File: src/hw/rtl/lpu_pkg.sv
`timescale 1ns / 1ps

package lpu_pkg;

	localparam int ColorW = 24;
	localparam int IndexW = 8;
	localparam int LightW = 17;
	localparam int MagW = 5;
	localparam int ColW = 11;
	localparam int CfgIndexW = 4;
	localparam int CfgDataW = 17;

	localparam logic [ColorW-1:0] GreenMask = 24'h00FF00;

	localparam logic [CfgIndexW-1:0] CfgLightLevel = 4'd0;
	localparam logic [CfgIndexW-1:0] CfgGreenOnly = 4'd1;
	localparam logic [CfgIndexW-1:0] CfgMagnification = 4'd2;
	localparam logic [CfgIndexW-1:0] CfgRowWidth = 4'd3;

	localparam logic ActWrite = 1'b0;
	localparam logic ActPixel = 1'b1;

	typedef struct packed {
		logic              action;
		logic [IndexW-1:0] color_index;
		logic [ColorW-1:0] raw_color;
	} in_t;

	typedef struct packed {
		logic [ColorW-1:0] pixel_color;
		logic              row_end;
		logic              last;
	} out_t;

endpackage

File: src/hw/rtl/lpu_shade.sv
`timescale 1ns / 1ps

module lpu_shade (
	input  logic                       clk,
	input  logic                       arst_n,
	input  logic                       valid_i,
	output logic                       ready_o,
	input  logic [lpu_pkg::ColorW-1:0] raw_i,
	input  logic [lpu_pkg::LightW-1:0] light_level,
	input  logic                       green_only,
	output logic                       valid_s2,
	input  logic                       ready_i,
	output logic [lpu_pkg::ColorW-1:0] color_s2
);
	import lpu_pkg::*;

	localparam int ProdW = 8 + LightW;

	logic [ProdW-1:0] prod_b, prod_g, prod_r;
	logic [ColorW-1:0] lit;

	assign prod_b = ProdW'(raw_i[7:0]) * ProdW'(light_level);
	assign prod_g = ProdW'(raw_i[15:8]) * ProdW'(light_level);
	assign prod_r = ProdW'(raw_i[23:16]) * ProdW'(light_level);

	always_comb begin
		lit = {prod_r[23:16], prod_g[23:16], prod_b[23:16]};
		if (green_only) begin
			lit = lit & GreenMask;
		end
	end

	assign ready_o = !valid_s2 || ready_i;

	always_ff @(posedge clk or negedge arst_n) begin
		if (!arst_n) begin
			valid_s2 <= 1'b0;
		end else if (ready_o) begin
			valid_s2 <= valid_i;
		end
	end

	always_ff @(posedge clk) begin
		if (ready_o && valid_i) begin
			color_s2 <= lit;
		end
	end

endmodule

File: config.mk
export PLATFORM = sky130hd
export DESIGN_NAME = lpu_shade
export DESIGN_NICKNAME = d
export VERILOG_FILES = /design/src/hw/rtl/lpu_pkg.sv /design/src/hw/rtl/lpu_shade.sv
export SDC_FILE = /design/constraint.sdc
export NUM_CORES = 1
export LEC_CHECK = 0
export BUFFER_PORTS_ARGS = -buffer_cell sky130_fd_sc_hd__buf_2
export CORE_MARGIN = 3
export CORE_UTILIZATION = 54
export CTS_CLUSTER_DIAMETER = 120
export CTS_CLUSTER_SIZE = 24
export DETAILED_ROUTE_END_ITERATION = 10
export PLACE_DENSITY = 0.84
export SYNTH_ARGS = -nofsm -noshare
export SYNTH_HDL_FRONTEND = slang
export SYNTH_SLANG_ARGS = --single-unit
File: constraint.sdc
create_clock -name clk -period 1.5 [get_ports clk]
set_input_delay 0.3 -clock clk [delete_from_list [all_inputs] [get_ports clk]]
set_output_delay 0.3 -clock clk [all_outputs]
set_load 0.02 [all_outputs]
* Word-level counts from Yosys, hierarchy flattened *
Cells that the tools add are included.

cells by class
  reductions and logical operators = 3
  $mul = 3

operators by type and width
  kind                         count
  multiplier 8 x 17 -> 24 bit  3
  logical AND 1 bit            1
  logical NOT 1 bit            1
  logical OR 1 bit             1

storage, ports and cells
  logic and storage cells = 9
  register bits = 25
  bits of input ports = 46

* Depth between registers and ports, before layout *
  word-level depth = 3
  mapped depth = 19
  mapped depth without buffers = 17

* Worst setup path before layout *
Ideal clock, no wire load.

  path type = input-to-reg
  from = input light_level[0] in the netlist's numbering
  to = register color_s2[15] in the netlist's numbering, data pin
  setup time = 135 ps
  stages on the path = 18
  setup slack = -3,295 ps
  data required time = 1,365 ps
  arrival = 4,660 ps
  path buffers = 2
  cells stage by stage = clkbuf_1 clkbuf_1 nand2_1 fa_1 fa_1 inv_1 fa_1 inv_1 fa_1 inv_1 ha_1 a21oi_1 o21ai_0 a22o_1 a2111o_1 o21a_1 or4_1 nand3_1

on the way
  cells in the longest elaborated chain, start to end = 1

RTL lines
  element                      RTL line         RTL
  start, declared              lpu_shade.sv:9   input logic [lpu_pkg::LightW-1:0] light_level,
  multiplier 8 x 17 -> 24 bit  lpu_shade.sv:23  assign prod_g = ProdW'(raw_i[15:8]) * ProdW'(light_level);
  via lit[15]                  lpu_shade.sv:20  logic [ColorW-1:0] lit;
  end signal, assigned         lpu_shade.sv:45  color_s2 <= lit;
  end, declared                lpu_shade.sv:13  output logic [lpu_pkg::ColorW-1:0] color_s2

The timed path passes the listed nets, and every way through them passes these cells.
A chain may end at the register's enable or synchronous reset.

* Worst setup path after layout *
  from = input light_level[2] in the netlist's numbering
  to = register color_s2[15] in the netlist's numbering, data pin

The elaborated chain is that of the path after synthesis.

==> results.md <==
* Register-to-register setup slack at 0.28 ns
* Synth Warn # at 0
* Critical Path Start Type: primary input
* Static Leak at 0.008051 uW
* Vias in the first global route at ~12,000
* Worst relative slew slack at 67.23%
* Die area at 24,950 um2
* Vias/cell at 5.710
* Vias at roughly 11,000
* Drt drc at 0
* 1st-iter DRT viols at 797
* Crit path cell chain: buf_12 -> buf_12 -> and2_4 -> fa_2 -> fa_2 -> fa_1 -> inv_1 -> fa_2 -> inv_1 -> ha_1 -> nand4_1 -> buf_4 -> nor4_4 -> a2111o_1 -> o21a_1 -> or4_4 -> nand3_2
* GRT overflow at 0
* RSZ-0062 raised after global routing: yes
* CP max FO at 9
* Final WS setup at -3.041 ns
* Outcome: finished with violations
* Worst-case clock buffer depth at 2
* Critical-path top delay cell: fa_2
* Final Hold Viols at 0
* Core footprint at 22,230 um2
* #FFs+latches synth at 25
* Adder-cell share of the synthesized area at 54.43%
* Largest family of logic cells by synthesized area: adder cells
* GRT Util Overall at 28.15%
* Clk_skew at 0.004399 ns
* Clock Pin Slew Worst Setup and Hold Paths at around 0.070 ns
* Mapped Cells at between 1,000 and 1,500
* Synth area leader: fa_1
* Hold path depth at 2
* Top_reg_cell synth: edfxtp_1
* Pin count of the biggest net entering global routing at 25
* Hold crit path type: primary input to register
* Reg-to-reg critical path endpoint: color_s2[7]
* Final period util at 302.7%
* Post-Synth XOR/XNOR Area at 1.897%
* CTS sink cnt at 25
* I/O Pins at 72
* FILL cells at 1,346
* Later-pin clock latency in the skew report at 0.28 ns
* Critical Path RT at 1.65 ns
* Delay-heaviest family, CP: adder cells
* Failing checks: setup timing
* H-tree depth at 1
* Die width at between 150 and 200 um
* Post-synth cell types at 50
* Post-Synth Simple-Gate Area at 22.37%
* ANT cells at 0
* Post-Synthesis Net Count at 1,791
* Dpl hpwl at approximately 24 mm
* Area contributors post-synth: fa_1 42%, and2_1 16%, ha_1 12%, inv_1 8.3%, edfxtp_1 5.8%
* Hold EP: valid_s2
* Fraction of layout cells with a size suffix above 1 at between 20 and 30%
* Cell Area, Synth at 12,470 um2
* VDD IR max at 1.540 mV
* Routed WL at ~36 mm
* Share of the synthesized area in the top cell type at 42.39%
* Total CTS buffers at 3
* Synth cell count leaders: 314 x and2_1, 277 x inv_1, 264 x fa_1
* Avg Inst Size Synth at 9.161 um2
* Setup-failing EPs final at 24
* Sequential area share after synthesis at 5.981%
* Slew Limit Fails at 0
* EDFF count, synth at 24
* Final min period at 4.541 ns
* CTS tree: yes
* Remaining antenna violation count at 0
* Fin Hold WS at 0.2265 ns
* Worst Path Buf+Inv at 5
* Worst hold start: valid_i
* Reg-to-Reg Start: valid_s2
* Number of port buffers at 71
* Worst Tran Pin Value at 0.4905 ns
* Max cap viols at 0
* Setup Crit Path Kind: primary input to register
* Floorplan row count at 54
* Asr flop ratio synth at 4.000%
* Max stage delay on crit path at 0.55 ns
* CP arrival at approximately 4.7 ns
* Effective utilization at floorplan at 56.09%
* Setup WS pre-CTS at -3.440 ns
* Mux cell area share after synthesis at less than 1%
* Power per cell area at 1478 nW/um2
* CP most frequent cell: fa_2
* DIE HEIGHT at 158.0 um
* Crit. End Element: register
* RD Place Congestion at 0.8862
* Total Nets Final at 2,017
* Reg2Reg Depth at 2
* Complex-gate fraction of the synthesized area at between 4 and 5%
* Area Growth Syn to Fin at 28.45%
* Routed len/inst at 19.54 um
* Layout Utilization at about 72%
* CTS root buffer: clkbuf_16
* Drt first pass iters at 5
* Most common cell in the netlist: and2_1
* Wire length of the first global-routing pass at between 50 and 60 mm
* Antenna violations before repair at 0
* FMAX at 220.2 MHz
==> metrics by stage <==
step           cell area, um2  std cells  total power (uW)  setup TNS (ns)
2_1_floorplan           12940       1361             12690          -65.33
3_3_place_gp            14660       1838             17230          -75.94
3_5_place_dp            14660       1838             18220          -77.99
4_1_cts                 15590       1858             21280          -66.52
5_1_grt                 16020       1866             25560          -70.39
6_report                16020       1866             23660          -68.39
==> logic make-up after synthesis <==
logic type                 Yosys count
muxes                                3
adders and majority gates          384
xor gates and xnor gates            27
AOI/OAI and AO/OA                   92
and+or+nand+nor                    492
DFF                                 25
buffers and inverters              338
==> layer usage <==
metal | GRT usage [%] | up-vias | wire length, um
met4 | 12.09 | 0 | 2084
li1 | - | 4538 | -
met3 | 2.624 | 194 | 2476
met2 | 50.76 | 562 | 18960
met1 | 34.57 | 5361 | 12950
met5 | 0 | - | 0
==> worst register-to-register path: stages, from the launching register on <==
cell and delay, ns:
dfrtp_1 0.38, nand2b_1 0.11, and2_4 0.39
==> report_power, final <==
part / switching, uW / leakage [uW] / internal [uW]
clock network: 296 / 0.0000415 / 371
logic: 11100 / 0.00777 / 10500
registers: 72.4 / 0.000244 / 1310
==> layout by cell type (no fill, tap or decap), types with 5 or more instances in the layout <==
cell type	n
o21ai_2	5
nand2b_1	7
o21a_1	5
xnor2_1	17
nand4_1	6
edfxtp_1	24
buf_6	40
a21oi_1	10
buf_8	6
fa_1	244
and2_2	6
a21oi_2	12
and2_4	49
clkbuf_16	5
buf_12	11
and2_1	265
buf_4	181
ha_1	98
a21o_1	11
inv_2	12
buf_2	38
nand3_1	6
ha_4	21
o21ai_0	5
inv_1	265
fa_2	20
nor2_1	23
nand3_2	5
nor2b_1	10
nand2_1	85
a21oi_4	5
nand2_2	7
==> cell type report <==
type                    count  area, um2  area share [%]
multi-input cells         998      11360           70.92
repair buffers            282       2437           15.22
inverters                 277       1040           6.492
flip-flops and latches     25      745.7           4.656
well taps                 280      350.3           2.187
clock buffers               3      75.07          0.4687
clock inverters             1      8.758         0.05469
==> sequential cells by signal (all words and copies together), names as in the netlist <==
register	flops
valid_s2	1
color_s2	24
==> timing repair <==
item / CTS / global route
gates resized for setup: 172 / 76
gates cloned: 2 / 2
hold endpoints to repair: 1 / 0
endpoints found under the setup margin: 24 / 48
pin swaps: 70 / 60
hold buffers: 1 / 0
setup buffers: 14 / 7
==> worst max path at each step <==
stage / from / end / cells after the start
6_report: light_level[2] / color_s2[15] / 17
5_1_grt: raw_i[10] / color_s2[15] / 17
2_1_floorplan: light_level[9] / color_s2[6] / 14
3_5_place_dp: light_level[8] / color_s2[6] / 16
3_3_place_gp: light_level[8] / color_s2[6] / 16
4_1_cts: raw_i[2] / color_s2[6] / 15
Note: power is estimated with default switching activity, not from simulation.
