**config.mk**
```make
export PLATFORM = sky130hd
export DESIGN_NAME = lpu_emit
export DESIGN_NICKNAME = d
export VERILOG_FILES = /design/src/hw/rtl/lpu_pkg.sv /design/src/hw/rtl/lpu_emit.sv
export SDC_FILE = /design/constraint.sdc
export NUM_CORES = 1
export LEC_CHECK = 0
export ABC_AREA = 1
export BUFFER_PORTS_ARGS = -buffer_cell sky130_fd_sc_hd__buf_2
export CORE_ASPECT_RATIO = 0.7
export CORE_MARGIN = 2
export CORE_UTILIZATION = 40
export DETAILED_ROUTE_END_ITERATION = 8
export GPL_TIMING_DRIVEN = 0
export PLACE_DENSITY = 0.66
export SETUP_SLACK_MARGIN = 0.02
export SLEW_MARGIN = 20
export SYNTH_ARGS = -nofsm -noshare
export SYNTH_HDL_FRONTEND = slang
export SYNTH_SLANG_ARGS = --single-unit
```
**constraint.sdc**
```tcl
create_clock -name clk -period 7.9 [get_ports clk]
set_input_delay 1.185 -clock clk [delete_from_list [all_inputs] [get_ports clk]]
set_output_delay 1.185 -clock clk [all_outputs]
set_load 0.01 [all_outputs]
```
**src/hw/rtl/lpu_pkg.sv**
```systemverilog
`timescale 1ns / 1ps

package lpu_pkg;

	localparam int ColorW = 24;
	localparam int IndexW = 8;
	localparam int LightW = 17;
	localparam int MagW = 5;
	localparam int ColW = 11;
	localparam int CfgIndexW = 4;
	localparam int CfgDataW = 17;

	localparam logic [ColorW-1:0] GreenMask = 24'h00FF00;

	localparam logic [CfgIndexW-1:0] CfgLightLevel = 4'd0;
	localparam logic [CfgIndexW-1:0] CfgGreenOnly = 4'd1;
	localparam logic [CfgIndexW-1:0] CfgMagnification = 4'd2;
	localparam logic [CfgIndexW-1:0] CfgRowWidth = 4'd3;

	localparam logic ActWrite = 1'b0;
	localparam logic ActPixel = 1'b1;

	typedef struct packed {
		logic              action;
		logic [IndexW-1:0] color_index;
		logic [ColorW-1:0] raw_color;
	} in_t;

	typedef struct packed {
		logic [ColorW-1:0] pixel_color;
		logic              row_end;
		logic              last;
	} out_t;

endpackage

```
**src/hw/rtl/lpu_emit.sv**
```systemverilog
`timescale 1ns / 1ps

module lpu_emit #(
	parameter int MAX_ROW_WIDTH = 1024,
	parameter int MAX_MAGNIFICATION = 16
) (
	input  logic                       clk,
	input  logic                       arst_n,
	input  logic                       valid_i,
	output logic                       ready_o,
	input  logic [lpu_pkg::ColorW-1:0] color_i,
	input  logic [lpu_pkg::MagW-1:0]   magnification,
	input  logic [lpu_pkg::ColW-1:0]   row_width,
	output logic                       out_valid,
	input  logic                       out_ready,
	output lpu_pkg::out_t              out_data
);
	import lpu_pkg::*;

	localparam int MagCap = (MAX_MAGNIFICATION > 31) ? 31 : MAX_MAGNIFICATION;
	localparam int RwCap = (MAX_ROW_WIDTH > 2047) ? 2047 : MAX_ROW_WIDTH;

	logic              busy_q;
	logic [ColorW-1:0] color_q;
	logic [MagW-1:0]   rem_q;
	logic [ColW-1:0]   column_q;

	logic [MagW-1:0] mag_eff;
	logic [ColW-1:0] width_eff;
	logic [ColW-1:0] next_col;
	logic            end_row;
	logic            step_last;
	logic            step;
	logic            load;

	always_comb begin
		mag_eff = magnification;
		if (mag_eff == '0) begin
			mag_eff = MagW'(1);
		end
		if (mag_eff > MagW'(MagCap)) begin
			mag_eff = MagW'(MagCap);
		end
		width_eff = row_width;
		if (width_eff == '0) begin
			width_eff = ColW'(1);
		end
		if (width_eff > ColW'(RwCap)) begin
			width_eff = ColW'(RwCap);
		end
	end

	assign next_col = column_q + ColW'(1);
	assign end_row = next_col >= width_eff;
	assign step_last = end_row || (rem_q == '0);
	assign step = busy_q && (!out_valid || out_ready);
	assign ready_o = !busy_q || (step && step_last);
	assign load = valid_i && ready_o;

	always_ff @(posedge clk or negedge arst_n) begin
		if (!arst_n) begin
			busy_q <= 1'b0;
			column_q <= '0;
			out_valid <= 1'b0;
		end else begin
			if (step) begin
				out_valid <= 1'b1;
				column_q <= end_row ? '0 : next_col;
			end else if (out_ready) begin
				out_valid <= 1'b0;
			end
			if (load) begin
				busy_q <= 1'b1;
			end else if (step && step_last) begin
				busy_q <= 1'b0;
			end
		end
	end

	always_ff @(posedge clk) begin
		if (load) begin
			color_q <= color_i;
			rem_q <= mag_eff - MagW'(1);
		end else if (step) begin
			rem_q <= rem_q - MagW'(1);
		end
		if (step) begin
			out_data.pixel_color <= color_q;
			out_data.row_end <= end_row;
			out_data.last <= step_last;
		end
	end

endmodule

```
### Word level (Yosys, flattened, before mapping)

Index checks and enable logic that the tools add are counted.

| operators by class | value |
|---|---|
| add/subtract/negate cells | 3 |
| $lt $le $gt $ge | 3 |
| reduce and logical (&&, ||, !) cells | 14 |
| mux-type cells | 11 |

Operators with widths:

| operator | number |
|---|---|
| $mux W11 | 3 |
| $mux W5 | 4 |
| $add A11 B1 Y11 const B | 1 |
| $ge A11 B11 Y1 | 1 |
| $gt A11 B11 Y1 const B | 1 |
| $logic_not A11 Y1 | 1 |
| $logic_not A5 Y1 | 2 |
| $sub A5 B1 Y5 const B | 2 |
| $reduce_bool A2 Y1 | 3 |
| $gt A5 B5 Y1 const B | 1 |
| $mux W1 | 4 |
| $logic_and A1 B1 Y1 | 3 |
| $logic_or A1 B1 Y1 | 3 |
| $logic_not A1 Y1 | 2 |

| storage, ports and cells | value |
|---|---|
| flip-flop bits (word level) | 68 |
| output and inout bits | 28 |
| input port bits | 44 |
| word-level logic and storage cells | 39 |

### Logic depth before layout (Yosys ltp)

| logic depth | value |
|---|---|
| word-level depth | 10 |
| gate-level depth with buffers | 26 |
| gate-level depth less buffers | 26 |

### Worst setup path before layout

OpenSTA, ideal clock, no wires.

| path | value |
|---|---|
| kind | input -> output |
| from | input row_width[4] (netlist bit) |
| to | output ready_o |
| arrival time | 2.755 ns |
| setup slack | 3.960 ns |
| stages | 13 |
| required time | 6.715 ns |
| path buffers | 0 |
| cell sequence | nor4_1 nand3_1 nand2_1 nand2_1 ha_1 nand2_1 nor2_1 nand2_1 nor2_2 nor2_2 nand3_2 nand2_2 nand2_4 |

| between the ends | value |
|---|---|
| cells in the longest elaborated chain, start to end | 8 |

Ends and longest elaborated chain:

| element | RTL line | text |
|---|---|---|
| from (decl) | lpu_emit.sv:13 | `input logic [lpu_pkg::ColW-1:0] row_width,` |
| $logic_not A11 Y1 | lpu_emit.sv:45 | `if (width_eff == '0) begin` |
| $mux W11 (*) | lpu_emit.sv:45 |  |
| $gt A11 B11 Y1 | lpu_emit.sv:48 | `if (width_eff > ColW'(RwCap)) begin` |
| $mux W11 (*) | lpu_emit.sv:48 |  |
| $ge A11 B11 Y1 (*) | lpu_emit.sv:54 | `assign end_row = next_col >= width_eff;` |
| $logic_or A1 B1 Y1 (*) | lpu_emit.sv:55 | `assign step_last = end_row \|\| (rem_q == '0);` |
| named net step_last | lpu_emit.sv:32 | `logic step_last;` |
| $logic_and A1 B1 Y1 (*) | lpu_emit.sv:57 | `assign ready_o = !busy_q \|\| (step && step_last);` |
| $logic_or A1 B1 Y1 (*) | lpu_emit.sv:57 |  |
| to (decl) | lpu_emit.sv:10 | `output logic ready_o,` |

Mark *: on every way through the listed nets, which the timed path passes. The rest lies on a longest branch.

### Final worst setup path

Ends and elaborated chain as after synthesis.

==> metrics <==
number of max-cap violations=0; maximum clock skew at final layout=between 0.007 and 0.008 ns; initial detailed-routing violation count=90; Synth area leaders=edfxtp_1 57%, dfrtp_1 11%, nand2_1 6.5%; antenna violations before repair=0; maximum vdd drop=around 0.21 mV; endpoint type of the worst setup path=output pin; LEAKAGE=about 1.6 nW; Setup TNS=0 ns; number of CTS-inserted buffers=9; maximum number of pins on one net before global-route repair=34; largest stage delay on the critical path=about 0.30 ns; power density over the cells=between 300 and 400 nW/um^2; final count of negative-setup-slack endpoints=0; critical path class=input pin to output pin; number of cell instances on the worst register-to-register path=22; maximum fanout along the worst path=10; fraction of final layout cells sized beyond drive strength 1=0.329; Hold Buf Count CTS=0; share of cell area taken by muxes after synthesis=0; CORE AREA=roughly 7000 um^2; number of buffers inserted by post-CTS setup repair=0; Resize count post-CTS=0; critical path cell sequence=buf_2 > nor4_1 > nand3_1 > nand2_1 > nand2_1 > ha_1 > nand2_2 > inv_1 > a21oi_2 > nand2_1 > nor2_2 > nand3_2 > nand2_2 > nand2_4 > buf_2; detailed-router iteration count before antenna repair=4; library cell occupying the most area in the post-synthesis netlist=edfxtp_1; critical path data required time=6.71 ns; critical path capture point=ready_o; cell area after layout=around 3600 um^2; Mapped Nets=295; layer with the highest usage after global routing=met2; Synth Area in Simple Gates=0.163; number of port buffers=71; met1 GRT Util=0.187; Placed Area=around 3400 um^2; total die area=between 7000 and 8000 um^2; fraction of synthesized cell area in xor and xnor cells=0.0241; startpoint of the most critical register-to-register path=column_q[0]$_DFFE_PN0P_; area fraction of the dominant cell type after synthesis=0.568; met2 track demand over resource in global routing=0.216; Hold Path Class=flip-flop to flip-flop; final weighted congestion in routability-driven placement=approximately 0.75; mean instance size in the synthesized netlist=~12 um^2; vias after detailed routing=around 1900; half-perimeter wire length of the detailed placement result=between 4000 and 5000 um; Max Transition Viols Final=0; effective utilization at floorplan=0.423; synthesized instance count=approximately 240; remaining number of nets flagged by the antenna check after routing=0; critical path launch point type=input pin; Adder-Cell Fraction of Synth Area=0.0559; aggregate global-route resource usage=0.140; warnings from Yosys=0; dominant combinational cell family by area after synthesis=simple AND/OR/NAND/NOR gates; Setup crit start=row_width[4]; Critical Path Most Common Cell=nand2_1; data arrival time of the critical path=approximately 3.4 ns; total grt overflow=0; pin slew with the least headroom to its limit=~0.7 ns; worst reg-to-reg setup slack=between 4 and 5 ns; Final Hold Slack=around 0.42 ns; GR Layer Usage met3=0.0436; Seq/Total Area, Yosys=0.680; H-tree level count=3; post-route minimum period=approximately 4.5 ns; status=complete, no violations; TritonCTS clock tree=done; sinks on the clock net=68; sum of internal, switching and leakage power=roughly 0.0012 W; vias in the first global route=~1800; share of the synthesized area in compound gates (AO/OA/AOI/OAI)=0.0374; largest buffer count on any clock path=2; average detailed-routed wire length per instance=about 13 um; number of cell rows=25; setup repair after global routing missed its margin=false; total standard cell area after synthesis=slightly below 3000 um^2; post-route DRC violation count=0; Worst-path clk slew=approximately 0.070 ns; total inserted antenna cells=0; Final Hold Violating Endpoints=0; Crit-path slowest cell=ha_1; number of nets at the end of the flow=~380; Die Wd=between 100 and 150 um; FILL cells=about 640; number of distinct library cells after synthesis=24; global-route wire length before repair=about 8300 um; Area growth syn-to-layout=23.1%; total of flip-flops plus latches after synthesis=68; insertion delay to the later sink of the worst-skew pair=between 0.3 and 0.4 ns; endpoint of the worst-slack reg-to-reg timing path=rem_q[4]$_DFFE_PP_; Via-to-Cell Ratio=approximately 4.6; height of the die=about 75 um; number of top-level pins=72; peak clock frequency supported by timing=approximately 0.22 GHz; normalized max-slew margin=0.532; cell chosen for the clock root=clkbuf_8; Routed WL=about 5400 um; final clock period utilization by the worst path=0.574
[cells in the final DEF, fill, tap and decap left out, types with 3 or more instances in the layout]
cell	count
dfrtp_1	13
nand3_1	14
xor2_1	7
nand2_2	7
nor3_1	4
clkbuf_8	9
nand2_1	50
nor2_1	13
ha_1	13
nor2_2	6
o22ai_1	4
buf_2	71
inv_1	28
o21ai_0	5
edfxtp_1	55
a22o_1	4
inv_2	3
[layout make-up]
cell class,count,area (um^2),share of cell area
clock buffer,9,124,0.0346
multi-input combinational,139,816,0.228
inverter,31,116,0.0325
clock inverter,7,76.3,0.0213
tap,94,118,0.0328
sequential,68,1980,0.552
timing repair buffer,71,355,0.0992
[per-stage QoR]
step / setup slack, ns / utilization / cells
floorplan: 3.96 / - / 238
global placement: 3.44 / 0.491 / 403
detailed placement: 3.38 / 0.491 / 403
CTS: 3.38 / 0.521 / 419
global route: 3.06 / 0.521 / 419
finish: 3.37 / 0.521 / 419
[state kept, by name, indices dropped and copies added, names as in the netlist]
register and cells:
busy_q 1, color_q 24, column_q 11, out_data 26, out_valid 1, rem_q 5
[cell families (layout without fill, tap and decap cells)]
logic type	count (synthesis)	count (layout)
adder cells (fa/ha/maj)	13	13
AO/OA/AOI/OAI	17	17
AND/OR/NAND/NOR	101	101
XOR/XNOR	8	8
buffers and inverters	31	118
flip-flops	68	68
[critical path, delay by kind of cell]
family | cells | cell delay [ns]
adder cells (fa/ha/maj) | 1 | 0.30
AND/OR/NAND/NOR | 10 | 1.35
AO/OA/AOI/OAI | 1 | 0.17
buffers and inverters | 3 | 0.33
[power breakdown]
group          internal, W  switching, W  total [W]
registers         0.000535     0.0000419   0.000576
logic             0.000131      0.000252   0.000383
clock network     0.000147      0.000131   0.000278
total             0.000812      0.000425    0.00124
[cell usage after synthesis, drive strengths merged]
library cell,count
nand2,59
nor2,19
ha,13
a22o,4
dfrtp,13
xnor2,1
inv,31
xor2,7
nor3,4
nand3,15
edfxtp,55
nand4,2
o22ai,4
o21ai,6
a21oi,3
nor4,2
[routing by layer]
layer,vias up,wire (um)
met2,59,2410
met3,5,355
li1,977,-
met1,869,2580
met5,-,0
met4,0,49
[worst min path at each step]
stage                                      from                      to  slack [ns]  cells after the start
final                     color_q[13]$_DFFE_PN_  out_data[15]$_DFFE_PP_        0.42                      0
after global routing      color_q[13]$_DFFE_PN_  out_data[15]$_DFFE_PP_        0.43                      0
after floorplan            color_q[8]$_DFFE_PN_  out_data[10]$_DFFE_PP_        0.40                      0
after detailed placement  color_q[12]$_DFFE_PN_  out_data[14]$_DFFE_PP_        0.41                      0
after global placement    color_q[20]$_DFFE_PN_  out_data[22]$_DFFE_PP_        0.40                      0
after CTS                  color_q[0]$_DFFE_PN_   out_data[2]$_DFFE_PP_        0.42                      0
Note: power is estimated with default switching activity, not from simulation.
